$ cat config.mk
export PLATFORM = sky130hd
export DESIGN_NAME = utf8_codepoint_decoder_top_flat
export DESIGN_NICKNAME = d
export VERILOG_FILES = /design/src/design/u8dec_pkg.sv /design/src/design/u8dec_if.sv /design/src/design/u8dec_assemble.sv /design/src/design/utf8_codepoint_decoder_top.sv /design/src/flat_wrapper.sv
export SDC_FILE = /design/constraint.sdc
export NUM_CORES = 1
export LEC_CHECK = 0
export BUFFER_PORTS_ARGS = -buffer_cell sky130_fd_sc_hd__buf_2
export CORE_MARGIN = 1
export CORE_UTILIZATION = 55
export CTS_CLUSTER_DIAMETER = 50
export DETAILED_ROUTE_END_ITERATION = 8
export PLACE_DENSITY_LB_ADDON = 0.08
export SYNTH_ARGS = -nofsm -noshare
export SYNTH_HDL_FRONTEND = slang
export SYNTH_SLANG_ARGS = --single-unit
$ cat constraint.sdc
create_clock -name clk -period 6.7 [get_ports clk]
set_input_delay 1.675 -clock clk [delete_from_list [all_inputs] [get_ports clk]]
set_output_delay 1.675 -clock clk [all_outputs]
set_load 0.1 [all_outputs]
$ cat src/design/u8dec_pkg.sv
// Package for the UTF-8 code point decoder.
// Holds sequence length and remap constants, the decode helper functions
// and the types used by the modules.
package u8dec_pkg;

  localparam int ByteW = 8;
  localparam int CpW   = 31;
  localparam int LenW  = 3;

  // Legacy six-byte length table
  localparam logic [LenW-1:0] LenOne   = 3'd1;
  localparam logic [LenW-1:0] LenTwo   = 3'd2;
  localparam logic [LenW-1:0] LenThree = 3'd3;
  localparam logic [LenW-1:0] LenFour  = 3'd4;
  localparam logic [LenW-1:0] LenFive  = 3'd5;
  localparam logic [LenW-1:0] LenSix   = 3'd6;

  // Byte order mark as decoded value
  localparam logic [CpW-1:0] BomCp = 31'h0000_FEFF;

  // CP932-compatible remap pairs
  localparam logic [CpW-1:0] WaveDashCp      = 31'h0000_301C;
  localparam logic [CpW-1:0] FwTildeCp       = 31'h0000_FF5E;
  localparam logic [CpW-1:0] DoubleVertCp    = 31'h0000_2016;
  localparam logic [CpW-1:0] ParallelCp      = 31'h0000_2225;
  localparam logic [CpW-1:0] MinusSignCp     = 31'h0000_2212;
  localparam logic [CpW-1:0] FwHyphenCp      = 31'h0000_FF0D;
  localparam logic [CpW-1:0] CentCp          = 31'h0000_00A2;
  localparam logic [CpW-1:0] FwCentCp        = 31'h0000_FFE0;
  localparam logic [CpW-1:0] PoundCp         = 31'h0000_00A3;
  localparam logic [CpW-1:0] FwPoundCp       = 31'h0000_FFE1;
  localparam logic [CpW-1:0] NotSignCp       = 31'h0000_00AC;
  localparam logic [CpW-1:0] FwNotSignCp     = 31'h0000_FFE2;

  localparam logic [1:0] ContTag = 2'b10;

  typedef struct packed {
    logic [CpW-1:0] code_point;
    logic           char_present;
    logic           last_of_string;
  } result_t;

  typedef struct packed {
    logic    emit;
    result_t data;
  } step_t;

  function automatic logic [LenW-1:0] length_of(input logic [ByteW-1:0] b);
    logic [LenW-1:0] len;
    unique case (b) inside
      [8'hC0:8'hDF]: len = LenTwo;
      [8'hE0:8'hEF]: len = LenThree;
      [8'hF0:8'hF7]: len = LenFour;
      [8'hF8:8'hFB]: len = LenFive;
      [8'hFC:8'hFD]: len = LenSix;
      default:       len = LenOne;
    endcase
    return len;
  endfunction

  function automatic logic [ByteW-1:0] lead_bits(input logic [ByteW-1:0] b,
                                                 input logic [LenW-1:0]  len);
    logic [ByteW-1:0] bits;
    unique case (len)
      LenTwo:   bits = b & 8'h1F;
      LenThree: bits = b & 8'h0F;
      LenFour:  bits = b & 8'h07;
      LenFive:  bits = b & 8'h03;
      LenSix:   bits = b & 8'h01;
      default:  bits = b;
    endcase
    return bits;
  endfunction

  function automatic logic [CpW-1:0] remap(input logic [CpW-1:0] c);
    logic [CpW-1:0] r;
    unique case (c)
      WaveDashCp:   r = FwTildeCp;
      DoubleVertCp: r = ParallelCp;
      MinusSignCp:  r = FwHyphenCp;
      CentCp:       r = FwCentCp;
      PoundCp:      r = FwPoundCp;
      NotSignCp:    r = FwNotSignCp;
      default:      r = c;
    endcase
    return r;
  endfunction

endpackage

$ cat src/design/u8dec_if.sv
// Valid/ready channel interfaces for the UTF-8 decoder.
// Depends on u8dec_pkg for field widths.
interface u8dec_byte_if
  import u8dec_pkg::*;
  ();
  logic             valid;
  logic             ready;
  logic [ByteW-1:0] in_byte;
  logic             string_end;

  modport source (output valid, in_byte, string_end, input ready);
  modport sink   (input valid, in_byte, string_end, output ready);
endinterface

interface u8dec_cp_if
  import u8dec_pkg::*;
  ();
  logic           valid;
  logic           ready;
  logic [CpW-1:0] code_point;
  logic           char_present;
  logic           last_of_string;

  modport source (output valid, code_point, char_present, last_of_string, input ready);
  modport sink   (input valid, code_point, char_present, last_of_string, output ready);
endinterface

$ cat src/design/u8dec_assemble.sv
// Sequence assembly state and per-byte decode step.
// Depends on u8dec_pkg for length table, remap and the step_t type.
module u8dec_assemble
  import u8dec_pkg::*;
(
  input  logic             clk,
  input  logic             rst,
  input  logic             advance,
  input  logic [ByteW-1:0] in_byte,
  input  logic             string_end,
  output step_t            step
);

  logic [ByteW-1:0] lead_byte, lead_byte_next;
  logic [CpW-1:0]   payload, payload_next;
  logic [LenW-1:0]  bytes_seen, bytes_seen_next;
  logic [LenW-1:0]  seq_length, seq_length_next;
  logic             all_continuation, all_continuation_next;
  logic             at_string_start, at_string_start_next;

  logic             finish;
  logic             complete;
  logic             good;
  logic             drop;
  logic [CpW-1:0]   value;

  always_comb begin
    lead_byte_next        = lead_byte;
    payload_next          = payload;
    seq_length_next       = seq_length;
    all_continuation_next = all_continuation;
    at_string_start_next  = at_string_start;
    if (bytes_seen == '0) begin
      lead_byte_next        = in_byte;
      seq_length_next       = length_of(in_byte);
      payload_next          = {{(CpW-ByteW){1'b0}}, lead_bits(in_byte, seq_length_next)};
      all_continuation_next = 1'b1;
      bytes_seen_next       = LenW'(1);
    end else begin
      all_continuation_next = all_continuation && (in_byte[7:6] == ContTag);
      payload_next          = {payload[CpW-7:0], in_byte[5:0]};
      bytes_seen_next       = bytes_seen + LenW'(1);
    end

    complete = bytes_seen_next >= seq_length_next;
    finish   = complete || string_end;
    good     = complete && all_continuation_next;
    value    = good ? payload_next : {{(CpW-ByteW){1'b0}}, lead_byte_next};
    drop     = at_string_start && good && (seq_length_next == LenThree)
               && (payload_next == BomCp);

    // Close the sequence once its last byte or the string end arrives
    if (finish) begin
      bytes_seen_next      = '0;
      at_string_start_next = string_end;
    end

    step.emit = finish && (!drop || string_end);
    if (drop) begin
      step.data.code_point   = '0;
      step.data.char_present = 1'b0;
    end else begin
      step.data.code_point   = remap(value);
      step.data.char_present = 1'b1;
    end
    step.data.last_of_string = string_end;
  end

  always_ff @(posedge clk) begin
    if (rst) begin
      lead_byte        <= '0;
      payload          <= '0;
      bytes_seen       <= '0;
      seq_length       <= '0;
      all_continuation <= 1'b1;
      at_string_start  <= 1'b1;
    end else if (advance) begin
      lead_byte        <= lead_byte_next;
      payload          <= payload_next;
      bytes_seen       <= bytes_seen_next;
      seq_length       <= seq_length_next;
      all_continuation <= all_continuation_next;
      at_string_start  <= at_string_start_next;
    end
  end

endmodule

$ cat src/design/utf8_codepoint_decoder_top.sv
// UTF-8 code point decoder, top level: one byte transaction in per cycle unless the output stalls.
// The result is registered at the edge that takes the finishing byte.
// Throughput: one byte per cycle while the output is taken; the output register frees as it is taken.
// Reset (rst, synchronous): clears the open sequence, marks string start, empties output.
// Depends on u8dec_pkg, u8dec_if and u8dec_assemble.
module utf8_codepoint_decoder_top
  import u8dec_pkg::*;
(
  input  logic      clk,
  input  logic      rst,
  u8dec_byte_if.sink  in_chan,
  u8dec_cp_if.source  out_chan
);

  step_t   step;
  logic    accept;
  logic    out_valid;
  result_t out_data;

  // Take a byte whenever the result register is empty or being drained now
  assign in_chan.ready = !out_valid || out_chan.ready;
  assign accept        = in_chan.valid && in_chan.ready;

  // Assembly state advances only on an accepted transaction
  u8dec_assemble u_assemble (
    .clk        (clk),
    .rst        (rst),
    .advance    (accept),
    .in_byte    (in_chan.in_byte),
    .string_end (in_chan.string_end),
    .step       (step)
  );

  // Result register: load a new result, otherwise drop the held one once taken
  always_ff @(posedge clk) begin
    if (rst) begin
      out_valid <= 1'b0;
    end else if (accept && step.emit) begin
      out_valid <= 1'b1;
    end else if (out_chan.ready) begin
      out_valid <= 1'b0;
    end
  end

  always_ff @(posedge clk) begin
    if (accept && step.emit) begin
      out_data <= step.data;
    end
  end

  assign out_chan.valid          = out_valid;
  assign out_chan.code_point     = out_data.code_point;
  assign out_chan.char_present   = out_data.char_present;
  assign out_chan.last_of_string = out_data.last_of_string;

endmodule
$ cat src/flat_wrapper.sv
// flat-port wrapper written by rule: the top's interface ports become plain ports
module utf8_codepoint_decoder_top_flat import u8dec_pkg::*;
  (clk, rst, in_chan_valid, in_chan_in_byte, in_chan_string_end, in_chan_ready, out_chan_valid, out_chan_code_point, out_chan_char_present, out_chan_last_of_string, out_chan_ready);
  u8dec_byte_if in_chan_i ();
  u8dec_cp_if out_chan_i ();
  input  logic clk;
  input  logic rst;
  input wire logic [$bits(in_chan_i.valid)-1:0] in_chan_valid;
  input wire logic [$bits(in_chan_i.in_byte)-1:0] in_chan_in_byte;
  input wire logic [$bits(in_chan_i.string_end)-1:0] in_chan_string_end;
  output wire logic [$bits(in_chan_i.ready)-1:0] in_chan_ready;
  output wire logic [$bits(out_chan_i.valid)-1:0] out_chan_valid;
  output wire logic [$bits(out_chan_i.code_point)-1:0] out_chan_code_point;
  output wire logic [$bits(out_chan_i.char_present)-1:0] out_chan_char_present;
  output wire logic [$bits(out_chan_i.last_of_string)-1:0] out_chan_last_of_string;
  input wire logic [$bits(out_chan_i.ready)-1:0] out_chan_ready;
  assign in_chan_i.valid = in_chan_valid;
  assign in_chan_i.in_byte = in_chan_in_byte;
  assign in_chan_i.string_end = in_chan_string_end;
  assign in_chan_ready = in_chan_i.ready;
  assign out_chan_valid = out_chan_i.valid;
  assign out_chan_code_point = out_chan_i.code_point;
  assign out_chan_char_present = out_chan_i.char_present;
  assign out_chan_last_of_string = out_chan_i.last_of_string;
  assign out_chan_i.ready = out_chan_ready;
  utf8_codepoint_decoder_top u_core (.clk(clk), .rst(rst), .in_chan(in_chan_i), .out_chan(out_chan_i));
endmodule
Word-level counts from Yosys, hierarchy flattened
Cells that the tools add are included.

storage, ports and cells
  word-level logic and storage cells = 71
  output and inout bits = 35
  register bits = 75

cells by class
  equality and inequality tests = 14
  reduce and logical (&&, ||, !) cells = 21
  $lt $le $gt $ge = 11
  add/sub/neg operators = 1
  mux-type cells = 14

operators with widths
  kind                  number
  $pmux 31 s6           1
  $eq 31x14->1 const B  3
  $eq 31x8->1 const B   3
  $mux 31               2
  $ge 8x8->1 const B    5
  $le 8x8->1 const B    5
  $pmux 8 s5            1
  $eq 31x16->1 const B  1
  $pmux 3 s5            1
  $logic_and 1x1->1     13
  $mux 3                4
  $eq 3x2->1 const B    3
  $eq 3x3->1 const B    3
  $mux 8                1
  $mux 1                4
  $add 3x1->3 const B   1
  $ge 3x3->1            1
  $logic_not 3->1       1
  $logic_or 1x1->1      3
  $eq 2x2->1 const B    1
  $logic_not 1->1       2
  $reduce_and 2->1      1
  $reduce_bool 2->1     1

Longest topological paths before layout
  word-level depth = 15
  gate-level depth with buffers = 19
  depth with buffers taken out = 15

By module
A second synthesis with hierarchy kept.

unflattened totals
  cells, all modules = 406
  area total of the unflattened synthesis = 3832.4 µm²

modules (own cells, without submodules)
  module                      cells each  area an instance (µm²)  sequential area each (µm²)  instances
  u8dec_assemble              367         2773.9                  820.8                       1
  utf8_codepoint_decoder_top  39          1058.5                  1011.0                      1

Least setup slack after synthesis
No wires, ideal clock.

  kind = input-to-reg
  start point = input in_chan_in_byte[1]
  end point = register u_core.out_data, in the netlist u_core.out_chan.char_present, enable pin
  data arrival time = 4.502 ns
  setup slack = 1.793 ns
  cell stages on the path = 14
  cells stage by stage = clkbuf_1 > o21ai_0 > a21boi_0 > o22a_1 > ha_1 > nand2b_1 > a31oi_1 > and3_1 > nor2_1 > nand3b_1 > nor4b_2 > nor2_1 > o21ai_1 > inv_1

between the ends
  word-level cells in the longest chain between the ends = 14
  elaborated cells on any way between the ends = 37

RTL lines
  what                                                                   line                              RTL
  start: declaration                                                     flat_wrapper.sv:9                 input wire logic [$bits(in_chan_i.in_byte)-1:0] in_chan_in_byte;
  $ge 8x8->1 (implied by the code) / $le 8x8->1 (equally long branches)  u8dec_assemble.sv:35              seq_length_next = length_of(in_byte);
  $logic_and 1x1->1 (implied by the code)                                u8dec_assemble.sv:35
  $pmux 3 s5 *                                                           u8dec_pkg.sv:50                   unique case (b) inside
  $mux 3 * (2 in series)                                                 u8dec_assemble.sv:33              if (bytes_seen == '0) begin
  via u_core.u_assemble.seq_length_next[0]                               u8dec_assemble.sv:17              logic [LenW-1:0] seq_length, seq_length_next;
  $ge 3x3->1                                                             u8dec_assemble.sv:45              complete = bytes_seen_next >= seq_length_next;
  $logic_and 1x1->1                                                      u8dec_assemble.sv:47              good = complete && all_continuation_next;
  $logic_and 1x1->1 (2 in series)                                        u8dec_assemble.sv:49              drop = at_string_start && good && (seq_length_next == LenThree)
  $logic_and 1x1->1                                                      u8dec_assemble.sv:50              && (payload_next == BomCp);
  $logic_not 1->1                                                        u8dec_assemble.sv:58              step.emit = finish && (!drop || string_end);
  $logic_or 1x1->1                                                       u8dec_assemble.sv:58
  $logic_and 1x1->1 *                                                    u8dec_assemble.sv:58
  $logic_and 1x1->1 *                                                    utf8_codepoint_decoder_top.sv:46  if (accept && step.emit) begin
  end signal: assignment                                                 utf8_codepoint_decoder_top.sv:47  out_data <= step.data;
  end: declaration                                                       utf8_codepoint_decoder_top.sv:18  result_t out_data;

Mark *: on every way through the listed nets, which the timed path passes. The rest lies on a longest branch. The select of a mux whose other input is x is not followed.
A chain may end at the register's enable or synchronous reset.

Worst setup path in the final report
  start point = input in_chan_in_byte[5]
  end point = register u_core.out_data, in the netlist u_core.out_chan.code_point[9], enable pin

between the ends
  word-level cells in the longest chain between the ends = 14
  elaborated cells on any way between the ends = 37

RTL lines
  what                                                 line
  branches (longest 12 deep; another with $ge 8x8->1)  n/a
  $logic_and 1x1->1 *                                  u8dec_assemble.sv:58
  $logic_and 1x1->1 *                                  utf8_codepoint_decoder_top.sv:46

Every way passes the cells marked *. The select of a mux whose other input is x is not followed.

==> impl_results.md <==
- Outcome: complete, no violations
- Syn Nets: roughly 460
- Core area: 0.00676 sq mm
- Number of filler cells placed in the layout: between 500 and 600
- PwrDens: around 270 mW/mm^2
- # setup viols final: 0
- Crit-path max cell delay: about 0.53 ns
- Die height: roughly 85 um
- R2r endpoint: u_core.out_chan.code_point[9]
- Fin. max-slew vios: 0
- Final GP Congestion: 0.956
- Hold WC Path Type: register to register
- PnR Total Power: 1.14 mW
- Fmax: around 190 MHz
- H-tree depth: 3
- Number of global-route vias before repair: roughly 3000
- Post-synth cell types: slightly above 60
- WL/cell: ~17 um
- Ys flop type: dfxtp_1
- Post-synthesis sequential area ratio: between 40% and 50%
- Layout area overhead: 12.1%
- Worst path depth: 15
- CTS Buffer Depth: 2
- Total global-route track usage: 27.1%
- Top cells by area, synth: edfxtp_1 (26%), dfxtp_1 (22%), nand2_1 (8.3%), a21oi_1 (6.1%), nand3_1 (4.3%)
- Max-cap viol count: 0
- Final instance area: ~0.0043 sq mm
- Worst-skew pair later-pin latency: about 0.36 ns
- Total grt overflow: 0
- Area post-placement: about 0.0041 sq mm
- Synth top area share: roughly a quarter
- DP HPWL: about 6500 um
- Cts bufs inserted: 9
- Boundary pin count: 48
- Initial antenna violation count: 0
- DRT Pass-1 Iters: 5
- Count of final hold-check violations: 0
- Worst endpoint required time: ~6.6 ns
- FF-to-FF setup slack: approximately 2.2 ns
- CP dominant cell by count: nor2_1
- Worst Max-Slew Pin Slew: 1.21 ns
- Synth area leader: edfxtp_1
- Largest net degree at the start of global routing: 57
- CTS tree: built
- Final net count: 490
- Most common cell in the netlist: nand2_1
- Mapped Cells: 440
- Reg-to-reg startpoint: u_core.u_assemble.bytes_seen[0]
- Max-slew headroom: 19.2%
- Crit. Startpoint: in_chan_in_byte[5]
- Mean Syn Cell Area: 8.71 sq um
- WL final: about 9400 um
- Worst-path fanout max: 33
- Setup tns final: 0 ns
- Hold-fix buffers at CTS: 0
- Worst-path clk slew: 0.09 ns
- Buffers & Inverters on Critical Path: 3
- Worst Reg-to-Reg Cells: 15
- Die Area: 0.00730 sq mm
- Vias per cell: roughly 6
- EDFF count, synth: 33
- RSZ-0062 raised after global routing: false
- Post-synth top cells: nand2_1 (85), a21oi_1 (47), dfxtp_1 (42)
- CP Launch Type: primary input
- Post-CTS Setup Bufs: 0
- Die width: between 80 and 90 um
- Routed Antenna Nets: 0
- CP max-delay cell: inv_1
- Clock sink total: 75
- Starting Density: about 57%
- Mapped Area: about 0.0038 sq mm
- Leakage Power: 1.67 nW
- Register bit total from synthesis: 75
- Worst Path Arrival: 5.13 ns
- CP Cell Sequence: buf_2, and4b_1, and3_1, a22oi_1, ha_1, nand2_1, o2bb2ai_4, o22ai_1, nor2_1, buf_4, nand3b_1, nor4b_2, nor2_1, o21ai_1, inv_1
- Buffers on Ports: 47
- CP Capture Type: register
- Setup CP Type: primary input to register
- Max VDD drop: about 180 uV
- Drt drc: 0
- First-pass GRT wire length: 15300 um
- Ys async rst share: 0%
- Antenna Cells: 0
- Layout cell share with drive strength beyond 1: 17.6%
- CP endpoint: u_core.out_chan.code_point[9]
- Kind of cell adding the most delay to the critical path: simple AND/OR/NAND/NOR gates
- Yosys Warn Count: 0
- Row cnt: 30
- Fin crit share: approximately 78%
- 1st-iter DRT viols: about 430
- Tmin final: ~5.2 ns
- # resized after CTS: 0
- Total number of vias: ~3400
- Finished Core Util: a little under two thirds
- Root buf cell: clkbuf_8
- Setup Skew: ~0.016 ns
==> cells by family after synthesis <==
| group | count (synthesis) | synth area share [%] |
|---|---|---|
| adder cells (fa/ha/maj) | 4 | 1.31 |
| multiplexers | 3 | 0.816 |
| AO/OA/AOI/OAI | 102 | 17.9 |
| flip-flops | 75 | 47.8 |
| buffers and inverters | 37 | 4.25 |
| AND/OR/NAND/NOR | 219 | 28.0 |
==> cell type report <==
type	instances	area, sq um	share of cell area (%)
flip-flops and latches	75	1830	42.6
clock inverters	6	95.1	2.21
clock buffers	10	138	3.20
multi-input cells	328	1840	42.7
repair buffers	51	265	6.17
inverters	8	30.0	0.699
well taps	80	100	2.33
==> layer usage <==
metal  vias up  share of wire, %  global-route usage [%]
li1       1649                 -                       -
met1      1544                48                    40.3
met2       148                43                    39.3
met3        19               7.0                    4.67
met4         0               1.9                    10.0
met5         -                 0                       0
==> worst min-delay path: stages, from the launching register on <==
cell and delay, ns:
dfxtp_1 0.32, nand2_1 0.05, a21oi_1 0.05
==> power by group <==
group	total, mW	internal (mW)	switching (mW)
clock	0.410	0.225	0.186
combinational	0.217	0.0402	0.176
sequential	0.512	0.501	0.0115
==> through the flow <==
stage | setup slack [ns] | instances | hold slack (ns)
after detailed placement | 1.12 | 542 | 0.451
after global placement | 1.32 | 542 | 0.445
after global routing | 1.15 | 558 | 0.492
after CTS | 1.48 | 558 | 0.463
final | 1.47 | 558 | 0.459
after floorplan | 1.79 | 440 | 0.431
==> flip-flops by register name, indices dropped and copies added, names as in the netlist <==
signal                              count
u_core.u_assemble.payload              25
u_core.u_assemble.bytes_seen            3
u_core.out_chan.code_point             31
u_core.u_assemble.lead_byte             8
u_core.out_chan.valid                   1
u_core.out_chan.char_present            1
u_core.u_assemble.all_continuation      1
u_core.u_assemble.seq_length            3
u_core.out_chan.last_of_string          1
u_core.u_assemble.at_string_start       1
==> worst min path at each step <==
stage                                       start                                 end  slack (ns)  depth (start not counted)
6_report           u_core.u_assemble.lead_byte[0]      u_core.u_assemble.lead_byte[0]        0.46                          2
5_1_grt             u_core.u_assemble.payload[20]       u_core.u_assemble.payload[20]        0.49                          2
4_1_cts            u_core.u_assemble.lead_byte[0]      u_core.u_assemble.lead_byte[0]        0.46                          2
3_5_place_dp       u_core.u_assemble.lead_byte[0]      u_core.u_assemble.lead_byte[0]        0.45                          2
3_3_place_gp       u_core.u_assemble.lead_byte[0]      u_core.u_assemble.lead_byte[0]        0.45                          2
2_1_floorplan  u_core.u_assemble.all_continuation  u_core.u_assemble.all_continuation        0.43                          2
==> cell usage in the layout, fill, tap and decap left out, types with 5 or more instances in the layout <==
cell type  Yosys  layout
nor3_1         7       7
o21ai_0        8       8
buf_2          4      47
a21oi_2        6       6
dfxtp_1       42      42
a211oi_1       6       6
nand3_1       33      33
nor2_1        34      34
inv_1          8       8
a21oi_1       47      47
edfxtp_1      33      33
nand2_1       85      85
clkbuf_8       0      10
and3_1        20      20
nor4_1         7       7
nand4_1        5       5
(Power assumes the default switching activity.)
